$ cat config.mk
export PLATFORM = sky130hd
export DESIGN_NAME = keypad_debounce_event_engine_top
export DESIGN_NICKNAME = d
export VERILOG_FILES = /design/src/design/kde_pkg.sv /design/src/design/kde_front.sv /design/src/design/kde_queue.sv /design/src/design/kde_back.sv /design/src/design/keypad_debounce_event_engine_top.sv
export SDC_FILE = /design/constraint.sdc
export NUM_CORES = 1
export LEC_CHECK = 0
export BUFFER_PORTS_ARGS = -buffer_cell sky130_fd_sc_hd__buf_2
export CELL_PAD_IN_SITES_DETAIL_PLACEMENT = 1
export CELL_PAD_IN_SITES_GLOBAL_PLACEMENT = 1
export CORE_AREA = 2 2 309 311
export DETAILED_ROUTE_END_ITERATION = 8
export DIE_AREA = 0 0 311 313
export MAX_ROUTING_LAYER = met4
export PLACE_DENSITY = 0.59
export REMOVE_ABC_BUFFERS = 1
export SYNTH_ARGS = -nofsm -noshare
export SYNTH_HDL_FRONTEND = slang
export SYNTH_SLANG_ARGS = --single-unit
$ cat constraint.sdc
create_clock -name clk_i -period 8.9 [get_ports clk_i]
set_input_delay 0.89 -clock clk_i [delete_from_list [all_inputs] [get_ports clk_i]]
set_output_delay 0.89 -clock clk_i [all_outputs]
set_load 0.01 [all_outputs]
$ cat src/design/kde_pkg.sv
// ----------------------------------------------------------------------------
// kde_pkg: shared types and constants of the keypad debounce event engine
// Key and counter widths, register indexes, event kinds and the event pair
// that travels from the classifying front end to the output side.
// ----------------------------------------------------------------------------
package kde_pkg;

  // Matrix size and field widths
  localparam int unsigned NUM_KEYS  = 64;
  localparam int unsigned KEY_W     = 6;
  localparam int unsigned KEY_NUM_W = 7;
  localparam int unsigned CNT_W     = 8;
  localparam int unsigned CFG_IDX_W = 3;
  localparam int unsigned CFG_W     = 8;

  // Event queue depth
  localparam int unsigned QUEUE_DEPTH = 4;
  localparam int unsigned QPTR_W      = 2;
  localparam int unsigned QCNT_W      = 3;

  // Register indexes
  localparam logic [CFG_IDX_W-1:0] CFG_DEBOUNCE  = 3'd0;
  localparam logic [CFG_IDX_W-1:0] CFG_LONGPRESS = 3'd1;
  localparam logic [CFG_IDX_W-1:0] CFG_RPT_DELAY = 3'd2;
  localparam logic [CFG_IDX_W-1:0] CFG_RPT_RATE  = 3'd3;
  localparam logic [CFG_IDX_W-1:0] CFG_ACT_LEVEL = 3'd4;

  // Event kinds
  typedef enum logic [1:0] {
    EV_PRESS   = 2'd0,
    EV_LONG    = 2'd1,
    EV_RELEASE = 2'd2,
    EV_REPEAT  = 2'd3
  } ev_kind_e;

  // One event
  typedef struct packed {
    ev_kind_e              kind;
    logic [KEY_NUM_W-1:0]  key;
  } ev_t;

  // Events caused by one sample: first always present, second when dual
  typedef struct packed {
    ev_t  first;
    ev_t  second;
    logic dual;
  } ev_pair_t;

endpackage

$ cat src/design/kde_front.sv
// ----------------------------------------------------------------------------
// kde_front: sample intake, per-key counters and event classification
// Reads the key counter on acceptance, writes it back when the sample leaves
// stage one, tracks held key and repeat countdown, and pushes the events.
// ----------------------------------------------------------------------------
module kde_front (
  input  logic                              clk_i,
  input  logic                              rst_ni,
  input  logic                              cfg_we_i,
  input  logic [kde_pkg::CFG_IDX_W-1:0]     cfg_idx_i,
  input  logic [kde_pkg::CFG_W-1:0]         cfg_data_i,
  input  logic                              in_valid_i,
  output logic                              in_ready_o,
  input  logic [kde_pkg::KEY_W-1:0]         in_key_i,
  input  logic                              in_level_i,
  input  logic                              in_eos_i,
  input  logic                              q_full_i,
  output logic                              push_o,
  output kde_pkg::ev_pair_t                 push_data_o
);

  // Configuration registers
  logic [kde_pkg::CNT_W-1:0] debounce_q, longpress_q, rpt_delay_q, rpt_rate_q;
  logic                      act_level_q;

  always_ff @(posedge clk_i or negedge rst_ni) begin
    if (!rst_ni) begin
      debounce_q  <= 8'd3;
      longpress_q <= 8'd100;
      rpt_delay_q <= 8'd50;
      rpt_rate_q  <= 8'd10;
      act_level_q <= 1'b0;
    end else if (cfg_we_i) begin
      case (cfg_idx_i)
        kde_pkg::CFG_DEBOUNCE:  debounce_q  <= cfg_data_i;
        kde_pkg::CFG_LONGPRESS: longpress_q <= cfg_data_i;
        kde_pkg::CFG_RPT_DELAY: rpt_delay_q <= cfg_data_i;
        kde_pkg::CFG_RPT_RATE:  rpt_rate_q  <= cfg_data_i;
        kde_pkg::CFG_ACT_LEVEL: act_level_q <= cfg_data_i[0];
        default: ;
      endcase
    end
  end

  // Stage one holds the accepted sample
  logic                        s1_valid_q;
  logic [kde_pkg::KEY_W-1:0]   s1_key_q;
  logic                        s1_level_q, s1_eos_q;
  logic                        s1_adv, accept;

  // Counter memory, its valid bits and the read/bypass registers
  logic [kde_pkg::CNT_W-1:0]    cnt_mem_q [kde_pkg::NUM_KEYS];
  logic [kde_pkg::NUM_KEYS-1:0] key_vld_q;
  logic [kde_pkg::CNT_W-1:0]    rd_cnt_q, fwd_cnt_q;
  logic                         rd_vld_q, fwd_q;

  // Held key and repeat countdown
  logic [kde_pkg::KEY_NUM_W-1:0] held_q, held_d, held_mid;
  logic [kde_pkg::CNT_W-1:0]     cd_q, cd_d, cd_mid, cd_dec;

  logic [kde_pkg::CNT_W-1:0]     cur_cnt, new_cnt;
  logic [kde_pkg::CNT_W:0]       cnt_inc;
  logic [kde_pkg::KEY_NUM_W-1:0] key_num;
  logic                          in_range, wr_en;
  logic                          key_ev, rpt_ev, has_ev;
  kde_pkg::ev_kind_e             key_kind;

  assign accept     = in_valid_i & in_ready_o;
  assign in_ready_o = ~s1_valid_q | s1_adv;

  // Current counter value: bypass from the previous write, else memory, else zero
  assign cur_cnt = fwd_q ? fwd_cnt_q : (rd_vld_q ? rd_cnt_q : '0);
  assign cnt_inc = {1'b0, cur_cnt} + 9'd1;
  assign key_num = {1'b0, s1_key_q} + 7'd1;
  assign in_range = ({1'b0, s1_key_q} < kde_pkg::KEY_NUM_W'(kde_pkg::NUM_KEYS));

  // Classify the sample
  always_comb begin
    new_cnt  = cur_cnt;
    key_ev   = 1'b0;
    key_kind = kde_pkg::EV_PRESS;
    held_mid = held_q;
    cd_mid   = cd_q;
    if (in_range) begin
      if (s1_level_q == act_level_q) begin
        if (cnt_inc > {1'b0, longpress_q}) begin
          new_cnt = longpress_q;
        end else begin
          new_cnt = cnt_inc[kde_pkg::CNT_W-1:0];
          if (cnt_inc == {1'b0, longpress_q}) begin
            key_ev   = 1'b1;
            key_kind = kde_pkg::EV_LONG;
          end else if (cnt_inc == {1'b0, debounce_q}) begin
            key_ev   = 1'b1;
            key_kind = kde_pkg::EV_PRESS;
            held_mid = key_num;
            cd_mid   = rpt_delay_q;
          end
        end
      end else if (cur_cnt >= debounce_q) begin
        new_cnt  = '0;
        key_ev   = 1'b1;
        key_kind = kde_pkg::EV_RELEASE;
        if (held_q == key_num) begin
          held_mid = '0;
        end
      end
    end
  end

  // Step the repeat countdown at the end of a sweep
  assign cd_dec = cd_mid - 8'd1;

  always_comb begin
    held_d = held_mid;
    cd_d   = cd_mid;
    rpt_ev = 1'b0;
    if (s1_eos_q && (held_mid != '0)) begin
      if (cd_dec == '0) begin
        cd_d   = rpt_rate_q;
        rpt_ev = 1'b1;
      end else begin
        cd_d = cd_dec;
      end
    end
  end

  assign has_ev = key_ev | rpt_ev;
  assign s1_adv = s1_valid_q & (~has_ev | ~q_full_i);
  assign wr_en  = s1_adv & in_range;
  assign push_o = s1_valid_q & has_ev & ~q_full_i;

  // Pack the events of this sample
  always_comb begin
    push_data_o.dual        = key_ev & rpt_ev;
    push_data_o.second.kind = kde_pkg::EV_REPEAT;
    push_data_o.second.key  = held_mid;
    if (key_ev) begin
      push_data_o.first.kind = key_kind;
      push_data_o.first.key  = key_num;
    end else begin
      push_data_o.first.kind = kde_pkg::EV_REPEAT;
      push_data_o.first.key  = held_mid;
    end
  end

  // Advance stage one and commit held key and countdown
  always_ff @(posedge clk_i or negedge rst_ni) begin
    if (!rst_ni) begin
      s1_valid_q <= 1'b0;
      held_q     <= '0;
      cd_q       <= '0;
    end else begin
      if (accept) begin
        s1_valid_q <= 1'b1;
      end else if (s1_adv) begin
        s1_valid_q <= 1'b0;
      end
      if (s1_adv) begin
        held_q <= held_d;
        cd_q   <= cd_d;
      end
    end
  end

  always_ff @(posedge clk_i) begin
    if (accept) begin
      s1_key_q   <= in_key_i;
      s1_level_q <= in_level_i;
      s1_eos_q   <= in_eos_i;
    end
  end

  // Counter memory: write back in stage one, read on acceptance
  always_ff @(posedge clk_i) begin
    if (wr_en) begin
      cnt_mem_q[s1_key_q] <= new_cnt;
    end
    if (accept) begin
      rd_cnt_q  <= cnt_mem_q[in_key_i];
      fwd_cnt_q <= new_cnt;
    end
  end

  // Valid bits and same-key bypass
  always_ff @(posedge clk_i or negedge rst_ni) begin
    if (!rst_ni) begin
      key_vld_q <= '0;
      rd_vld_q  <= 1'b0;
      fwd_q     <= 1'b0;
    end else begin
      if (wr_en) begin
        key_vld_q[s1_key_q] <= 1'b1;
      end
      if (accept) begin
        rd_vld_q <= key_vld_q[in_key_i];
        fwd_q    <= wr_en & (s1_key_q == in_key_i);
      end
    end
  end

endmodule

$ cat src/design/kde_queue.sv
// ----------------------------------------------------------------------------
// kde_queue: short event queue
// Holds event pairs between the classifying front end and the output side.
// ----------------------------------------------------------------------------
module kde_queue (
  input  logic              clk_i,
  input  logic              rst_ni,
  input  logic              push_i,
  input  kde_pkg::ev_pair_t push_data_i,
  output logic              full_o,
  input  logic              pop_i,
  output logic              head_valid_o,
  output kde_pkg::ev_pair_t head_o
);

  kde_pkg::ev_pair_t                 slot_q [kde_pkg::QUEUE_DEPTH];
  logic [kde_pkg::QPTR_W-1:0]        wptr_q, rptr_q;
  logic [kde_pkg::QCNT_W-1:0]        count_q;
  logic                              do_pop;

  assign full_o       = (count_q == kde_pkg::QCNT_W'(kde_pkg::QUEUE_DEPTH));
  assign head_valid_o = (count_q != '0);
  assign head_o       = slot_q[rptr_q];
  assign do_pop       = pop_i & head_valid_o;

  // Store pushed pairs
  always_ff @(posedge clk_i) begin
    if (push_i) begin
      slot_q[wptr_q] <= push_data_i;
    end
  end

  // Advance pointers and fill count
  always_ff @(posedge clk_i or negedge rst_ni) begin
    if (!rst_ni) begin
      wptr_q  <= '0;
      rptr_q  <= '0;
      count_q <= '0;
    end else begin
      if (push_i) begin
        wptr_q <= wptr_q + 2'd1;
      end
      if (do_pop) begin
        rptr_q <= rptr_q + 2'd1;
      end
      if (push_i && !do_pop) begin
        count_q <= count_q + 3'd1;
      end else if (!push_i && do_pop) begin
        count_q <= count_q - 3'd1;
      end
    end
  end

endmodule

$ cat src/design/kde_back.sv
// ----------------------------------------------------------------------------
// kde_back: event output stage
// Splits queued event pairs into single words and holds them in the output
// register until the receiver takes them.
// ----------------------------------------------------------------------------
module kde_back (
  input  logic                          clk_i,
  input  logic                          rst_ni,
  input  logic                          head_valid_i,
  input  kde_pkg::ev_pair_t             head_i,
  output logic                          pop_o,
  output logic                          out_valid_o,
  input  logic                          out_ready_i,
  output kde_pkg::ev_kind_e             out_kind_o,
  output logic [kde_pkg::KEY_NUM_W-1:0] out_key_o,
  output logic                          out_last_o
);

  logic                          out_valid_q;
  kde_pkg::ev_t                  out_ev_q;
  logic                          out_last_q;
  logic                          sel_q;
  logic                          load, split;

  assign load  = head_valid_i & (~out_valid_q | out_ready_i);
  assign split = head_i.dual & ~sel_q;
  assign pop_o = load & ~split;

  assign out_valid_o = out_valid_q;
  assign out_kind_o  = out_ev_q.kind;
  assign out_key_o   = out_ev_q.key;
  assign out_last_o  = out_last_q;

  // Hold or advance the output word
  always_ff @(posedge clk_i or negedge rst_ni) begin
    if (!rst_ni) begin
      out_valid_q <= 1'b0;
      sel_q       <= 1'b0;
    end else begin
      if (load) begin
        out_valid_q <= 1'b1;
        sel_q       <= split;
      end else if (out_ready_i) begin
        out_valid_q <= 1'b0;
      end
    end
  end

  always_ff @(posedge clk_i) begin
    if (load) begin
      out_ev_q   <= sel_q ? head_i.second : head_i.first;
      out_last_q <= ~split;
    end
  end

endmodule

$ cat src/design/keypad_debounce_event_engine_top.sv
// ----------------------------------------------------------------------------
// keypad_debounce_event_engine_top: keypad debounce and event engine
// Takes sampled key levels from a matrix scan and reports press, long press,
// release and repeat events.
// ----------------------------------------------------------------------------
// Usage:
//   Input stream: one word per sampled key. tdata carries the key index and
//   the pin level, tlast marks the last key of a full matrix sweep.
//   Output stream: one word per event. tuser is the event kind, tdata the key
//   number (index plus one), tlast marks the last event of one sample.
//   Configuration: write cfg_data_i to register cfg_idx_i while cfg_we_i is
//   high; write only while no sample is in flight.
//   Throughput: one sample per cycle while the output keeps up; each sample
//   gives zero, one or two event words, and the output port moves one word a
//   cycle while tready is high. A bypass forwards each counter write-back, so
//   back-to-back samples of one key see the updated count. Events pass
//   from stage one through the queue into the output register.
//   Reset: all key counters read as zero (per-key valid bits), no key held,
//   countdown zero, registers at their defaults. No clearing pass is needed.
//   Stall: when the receiver holds tready low, events collect in a four-entry
//   queue; once it fills, s_axis_tready drops until words drain.
// ----------------------------------------------------------------------------
module keypad_debounce_event_engine_top (
  input  logic                          clk_i,
  input  logic                          rst_ni,
  input  logic                          cfg_we_i,
  input  logic [kde_pkg::CFG_IDX_W-1:0] cfg_idx_i,
  input  logic [kde_pkg::CFG_W-1:0]     cfg_data_i,
  input  logic                          s_axis_tvalid,
  output logic                          s_axis_tready,
  input  logic [7:0]                    s_axis_tdata,  // [5:0] key_index, [6] pin_level
  input  logic                          s_axis_tlast,  // end_of_sweep
  output logic                          m_axis_tvalid,
  input  logic                          m_axis_tready,
  output logic [7:0]                    m_axis_tdata,  // [6:0] key_number
  output logic [1:0]                    m_axis_tuser,  // [1:0] event_kind
  output logic                          m_axis_tlast   // last
);

  logic                          q_full, push, head_valid, pop;
  kde_pkg::ev_pair_t             push_data, head;
  kde_pkg::ev_kind_e             out_kind;
  logic [kde_pkg::KEY_NUM_W-1:0] out_key;

  // Intake and classification
  kde_front u_front (
    .clk_i       (clk_i),
    .rst_ni      (rst_ni),
    .cfg_we_i    (cfg_we_i),
    .cfg_idx_i   (cfg_idx_i),
    .cfg_data_i  (cfg_data_i),
    .in_valid_i  (s_axis_tvalid),
    .in_ready_o  (s_axis_tready),
    .in_key_i    (s_axis_tdata[5:0]),
    .in_level_i  (s_axis_tdata[6]),
    .in_eos_i    (s_axis_tlast),
    .q_full_i    (q_full),
    .push_o      (push),
    .push_data_o (push_data)
  );

  // Event queue
  kde_queue u_queue (
    .clk_i        (clk_i),
    .rst_ni       (rst_ni),
    .push_i       (push),
    .push_data_i  (push_data),
    .full_o       (q_full),
    .pop_i        (pop),
    .head_valid_o (head_valid),
    .head_o       (head)
  );

  // Output words
  kde_back u_back (
    .clk_i        (clk_i),
    .rst_ni       (rst_ni),
    .head_valid_i (head_valid),
    .head_i       (head),
    .pop_o        (pop),
    .out_valid_o  (m_axis_tvalid),
    .out_ready_i  (m_axis_tready),
    .out_kind_o   (out_kind),
    .out_key_o    (out_key),
    .out_last_o   (m_axis_tlast)
  );

  assign m_axis_tuser = out_kind;
  assign m_axis_tdata = {1'b0, out_key};

endmodule
==> flow_summary.rst <==
.. list-table::
   :header-rows: 1

   * - Metric
     - Value
   * - Clock tree from TritonCTS
     - done
   * - Register area
     - 21600 um^2
   * - Worst slew margin
     - 0.186
   * - Arrival time reported for the critical path endpoint
     - 7.29 ns
   * - Violation count after the first detailed-route iteration
     - approximately 1100
   * - Clk Tree Root Cell
     - sky130_fd_sc_hd__clkbuf_16
   * - Worst hold slack
     - 0.255 ns
   * - Worst reg-to-reg setup slack
     - 0.87 ns
   * - Number of fill cells in the layout
     - slightly above 9000
   * - Share of cells above drive strength 1
     - 0.298
   * - Global-route wire length before repair
     - 112000 um
   * - Number of sinks on the clock net
     - about 740
   * - Clock Power Share
     - 0.356
   * - Post-route insts no fill
     - a little over 3000
   * - Fraction of the yosys area taken by sequential cells
     - 0.700
   * - Post-cts repair resize count
     - 0
   * - CP Max Fanout
     - 12
   * - Setup Viol. Count Final
     - 0
   * - Class of the most critical hold timing path
     - input pin to asynchronous set/reset pin
   * - Count of hold buffers inserted by post-cts repair
     - 0
   * - Number of vias after detailed routing
     - 15600
   * - Post-detailed-route via-to-cell ratio
     - 5.04
   * - Detailed-route DRC error count
     - 0
   * - Cell type of the slowest stage on the worst timing path
     - sky130_fd_sc_hd__dfrtp_1
   * - H-tree Lvls
     - 3
   * - Async S/R FF share, synth
     - 0.168
   * - DPL Wire Length
     - 46500 um
   * - R2R Path Start
     - u_front.rd_vld_q$_DFFE_PN0P_
   * - Number of enable flip-flop cells after synthesis
     - a little over 600
   * - Syn Inst Count
     - about 1700
   * - Accumulated negative setup slack
     - 0 ns
   * - Post-route clock period utilization
     - 0.919
   * - Boundary Pins
     - 38
   * - Net load switching power
     - 0.00263 W
   * - Final routed wire length divided by cell count
     - 23.5 um
   * - Number of buffers on the longest clock path
     - 3
   * - Remaining global-route overflow
     - 0
   * - Internal Dissipation
     - 0.00693 W
   * - Data required, critical path
     - 8.01 ns
   * - Post-synth cell types
     - 84
   * - Switching Fraction
     - 0.275
   * - Total area of multi-input combinational cells
     - 8820 um^2
   * - Via count of the first global-routing pass
     - 17100
   * - Maximum capacitance violations
     - 0
   * - Status
     - finished clean
   * - Overall Global Routing Usage
     - 0.157
   * - Placed cell count
     - around 3000
   * - Part of the total power dissipated in combinational logic
     - 0.172
   * - Leakage power
     - 12.1 nW
   * - Vertical die dimension
     - 313 um
   * - CP peak stage delay
     - 0.50 ns
   * - Top FF cell, synth
     - sky130_fd_sc_hd__edfxtp_1
   * - Final hold violation count
     - 0
   * - Nets
     - 1819
   * - Maximum clock frequency
     - 122 MHz
   * - Setup repair bufs after CTS
     - 0
   * - Width of the die
     - 311 um
   * - R2R depth
     - 24
   * - Crit path from
     - u_front.rd_vld_q$_DFFE_PN0P_
   * - Endpoint of the most critical setup path
     - s_axis_tready
   * - Worst flop-to-flop path endpoint
     - u_front.cnt_mem_q[50][7]$_DFFE_PP_
   * - Area growth syn-to-layout
     - 15.7%
   * - Kind of start point of the critical path
     - flip-flop
   * - First drt pass iteration count
     - 5
   * - Power per cell area
     - 268 nW/um^2
   * - Critical Setup Path Class
     - flip-flop to output pin
   * - Antenna-violating nets left
     - 0
   * - Cell taking the most area after synthesis
     - sky130_fd_sc_hd__edfxtp_1
   * - Core area
     - between 90000 and 100000 um^2
   * - Clock buffers created by TritonCTS
     - 78
   * - Critical Path Sink Type
     - output pin
   * - Average instance area after synthesis
     - 18.5 um^2
   * - Die Footprint
     - 97300 um^2
   * - Initial antenna violation count
     - 3
   * - Warnings, synthesis
     - 0
   * - Proportion of netlist area held by the largest area contributor
     - 0.598
   * - Clk pin slew, worst setup/hold paths
     - 0.06 ns
   * - Final critical path time including I/O delays and setup
     - 8.18 ns
   * - Flop and latch count out of synthesis
     - 738
   * - RSZ-0062 raised after global routing
     - no
   * - Transition at the pin with the smallest max-transition slack
     - 1.22 ns
   * - Row count
     - roughly 110
   * - Synthesized area
     - around 31000 um^2
   * - Proportion of power drawn by flip-flops and latches
     - 0.472
   * - Maximum number of pins on one net before global-route repair
     - just under 80
   * - Number of max-slew violations in the final report
     - 0
   * - Clk_lat worst skew
     - around 0.65 ns
   * - Synth area leaders
     - sky130_fd_sc_hd__edfxtp_1 60%, sky130_fd_sc_hd__mux4_2 15%, sky130_fd_sc_hd__dfrtp_1 9.3%
   * - Total length of routed wires
     - approximately 73000 um
   * - Peak supply drop
     - about 0.16 mV
   * - Initial cell density of the core
     - 0.327
   * - Final worst clock skew
     - 0.0387 ns
   * - Chain of cells forming the critical path
     - nor2b_2, a22o_1, ha_2, nand3_1, a32oi_1, ha_1, a21o_1, a211o_1, a221oi_1, nand4_1, nor3_1, nand2_1, mux2i_1, ha_1, nor3b_1, xnor2_1, nand3_1, nor3_1, and2_1, nand3_1, and2_1, o21ai_1, nand3_1, buf_2
   * - IO Port Bufs
     - 35
   * - Post-Place Setup Slack
     - 0.655 ns
   * - Worst path most repeated cell
     - sky130_fd_sc_hd__nand3_1
   * - Final critical-path setup slack
     - approximately 0.7 ns
   * - Final estimated routing congestion in global placement
     - 0.801
[worst min-delay path by stage]
| stage | endpoint | slack [ns] | cells past startpoint |
|---|---|---|---|
| 2_1_floorplan | u_front.key_vld_q[15]$_DFFE_PN0P_ | 0.42 | 1 |
| 3_3_place_gp | u_front.key_vld_q[15]$_DFFE_PN0P_ | 0.44 | 1 |
| 3_5_place_dp | u_front.key_vld_q[13]$_DFFE_PN0P_ | 0.44 | 1 |
| 4_1_cts | u_queue.rptr_q[0]$_DFFE_PN0P_ | 0.26 | 1 |
| 5_1_grt | u_queue.rptr_q[0]$_DFFE_PN0P_ | 0.27 | 1 |
| 6_report | u_queue.rptr_q[0]$_DFFE_PN0P_ | 0.25 | 1 |
[power by group through the flow]
| stage | sequential, W | combinational, W | clock, W |
|---|---|---|---|
| after floorplan | 0.00458 | 0.000989 | 0 |
| after global placement | 0.00457 | 0.00159 | 0 |
| after detailed placement | 0.00459 | 0.00167 | 0 |
| after CTS | 0.00452 | 0.00168 | 0.00349 |
| after global routing | 0.00455 | 0.00181 | 0.00361 |
| final | 0.00451 | 0.00164 | 0.00340 |
[area by class of cell]
cell class                 instances  area share
inverter                          42     0.00442
clock inverter                    51      0.0173
sequential                       738       0.605
clock buffer                      95      0.0591
multi-input combinational        798       0.247
antenna                            2    0.000140
timing repair buffer             110      0.0224
tap                             1265      0.0444
[cell usage after synthesis (15+ instances only)]
cell type,count
sky130_fd_sc_hd__edfxtp_1,614
sky130_fd_sc_hd__dfrtp_1,114
sky130_fd_sc_hd__nor2_1,50
sky130_fd_sc_hd__a21oi_1,18
sky130_fd_sc_hd__nor3_1,58
sky130_fd_sc_hd__a21o_1,15
sky130_fd_sc_hd__or2_1,50
sky130_fd_sc_hd__nand3_1,23
sky130_fd_sc_hd__xor2_1,15
sky130_fd_sc_hd__nand2_1,64
sky130_fd_sc_hd__mux4_2,206
sky130_fd_sc_hd__o21ai_0,47
sky130_fd_sc_hd__ha_1,25
sky130_fd_sc_hd__clkbuf_1,51
sky130_fd_sc_hd__inv_1,41
sky130_fd_sc_hd__mux2_2,37
sky130_fd_sc_hd__buf_1,15
sky130_fd_sc_hd__xnor2_1,25
[routing by layer]
layer,global-route usage,part of all wire,up-vias
met4,0.0451,0.025,0
met2,0.254,0.50,283
met3,0.0274,0.040,108
li1,-,-,6880
met1,0.203,0.44,8348
met5,-,0,-
[state kept, by name (all words and copies together), names as in the netlist, 3 cells and up]
register / count
u_front.fwd_cnt_q: 8
u_front.longpress_q: 8
u_front.rpt_delay_q: 8
u_front.rpt_rate_q: 8
u_front.key_vld_q: 64
u_front.s1_key_q: 6
u_queue.slot_q: 68
u_front.cd_q: 8
u_front.rd_cnt_q: 8
u_front.held_q: 7
u_back.out_key_o: 7
u_queue.count_q: 3
u_front.debounce_q: 8
u_front.cnt_mem_q: 512
[worst max-delay path, delay by kind of cell (launching register included)]
family | cells | cell delay [ns]
adder cells (fa/ha/maj) | 3 | 1.00
multiplexers | 1 | 0.37
AO/OA/AOI/OAI | 6 | 1.57
flip-flops | 1 | 0.50
buffers and inverters | 1 | 0.19
XOR/XNOR | 1 | 0.16
AND/OR/NAND/NOR | 12 | 2.85
[metrics by stage]
stage	instance area [um^2]	utilization	power [W]
floorplan	30400	-	0.00557
global placement	32900	0.349	0.00616
detailed placement	32900	0.349	0.00625
CTS	35600	0.378	0.00968
global route	35600	0.378	0.00997
finish	35600	0.378	0.00956
[kinds of logic after synthesis]
kind of cell             count (synthesis)  share of synthesized area
other                                    1                   0.000122
AND/OR/NAND/NOR                        339                     0.0599
adder cells (fa/ha/maj)                 26                     0.0108
XOR/XNOR                                44                     0.0143
multiplexers                           252                      0.167
buffers and inverters                  128                     0.0179
AO/OA/AOI/OAI                          136                     0.0304
flip-flops                             738                      0.700
[cells in the final DEF, fill, tap and decap left out, types with 5 or more instances in the layout]
| master | instances |
|---|---|
| sky130_fd_sc_hd__edfxtp_1 | 614 |
| sky130_fd_sc_hd__and3_1 | 5 |
| sky130_fd_sc_hd__and2_1 | 12 |
| sky130_fd_sc_hd__a21oi_1 | 17 |
| sky130_fd_sc_hd__buf_4 | 72 |
| sky130_fd_sc_hd__xnor2_1 | 25 |
| sky130_fd_sc_hd__a21o_1 | 15 |
| sky130_fd_sc_hd__nand3_1 | 23 |
| sky130_fd_sc_hd__ha_1 | 24 |
| sky130_fd_sc_hd__mux4_2 | 206 |
| sky130_fd_sc_hd__bufinv_16 | 9 |
| sky130_fd_sc_hd__or3_1 | 6 |
| sky130_fd_sc_hd__nor3_1 | 58 |
| sky130_fd_sc_hd__clkbuf_8 | 7 |
| sky130_fd_sc_hd__nor3_2 | 13 |
| sky130_fd_sc_hd__o21ai_0 | 44 |
| sky130_fd_sc_hd__a211oi_1 | 5 |
| sky130_fd_sc_hd__nor2_1 | 50 |
| sky130_fd_sc_hd__clkinv_2 | 15 |
| sky130_fd_sc_hd__dfrtp_1 | 114 |
| sky130_fd_sc_hd__or2_2 | 9 |
| sky130_fd_sc_hd__clkinv_1 | 7 |
| sky130_fd_sc_hd__xor2_1 | 14 |
| sky130_fd_sc_hd__clkbuf_16 | 79 |
| sky130_fd_sc_hd__clkbuf_1 | 9 |
| sky130_fd_sc_hd__nand4b_1 | 5 |
| sky130_fd_sc_hd__dfstp_2 | 10 |
| sky130_fd_sc_hd__nand2_1 | 64 |
| sky130_fd_sc_hd__clkinvlp_4 | 8 |
| sky130_fd_sc_hd__o21a_1 | 6 |
| sky130_fd_sc_hd__mux2_2 | 37 |
| sky130_fd_sc_hd__nand4_1 | 8 |
| sky130_fd_sc_hd__or2_1 | 50 |
| sky130_fd_sc_hd__mux2i_1 | 9 |
| sky130_fd_sc_hd__inv_1 | 41 |
| sky130_fd_sc_hd__buf_2 | 32 |
Power figures use the tool's default switching activity.
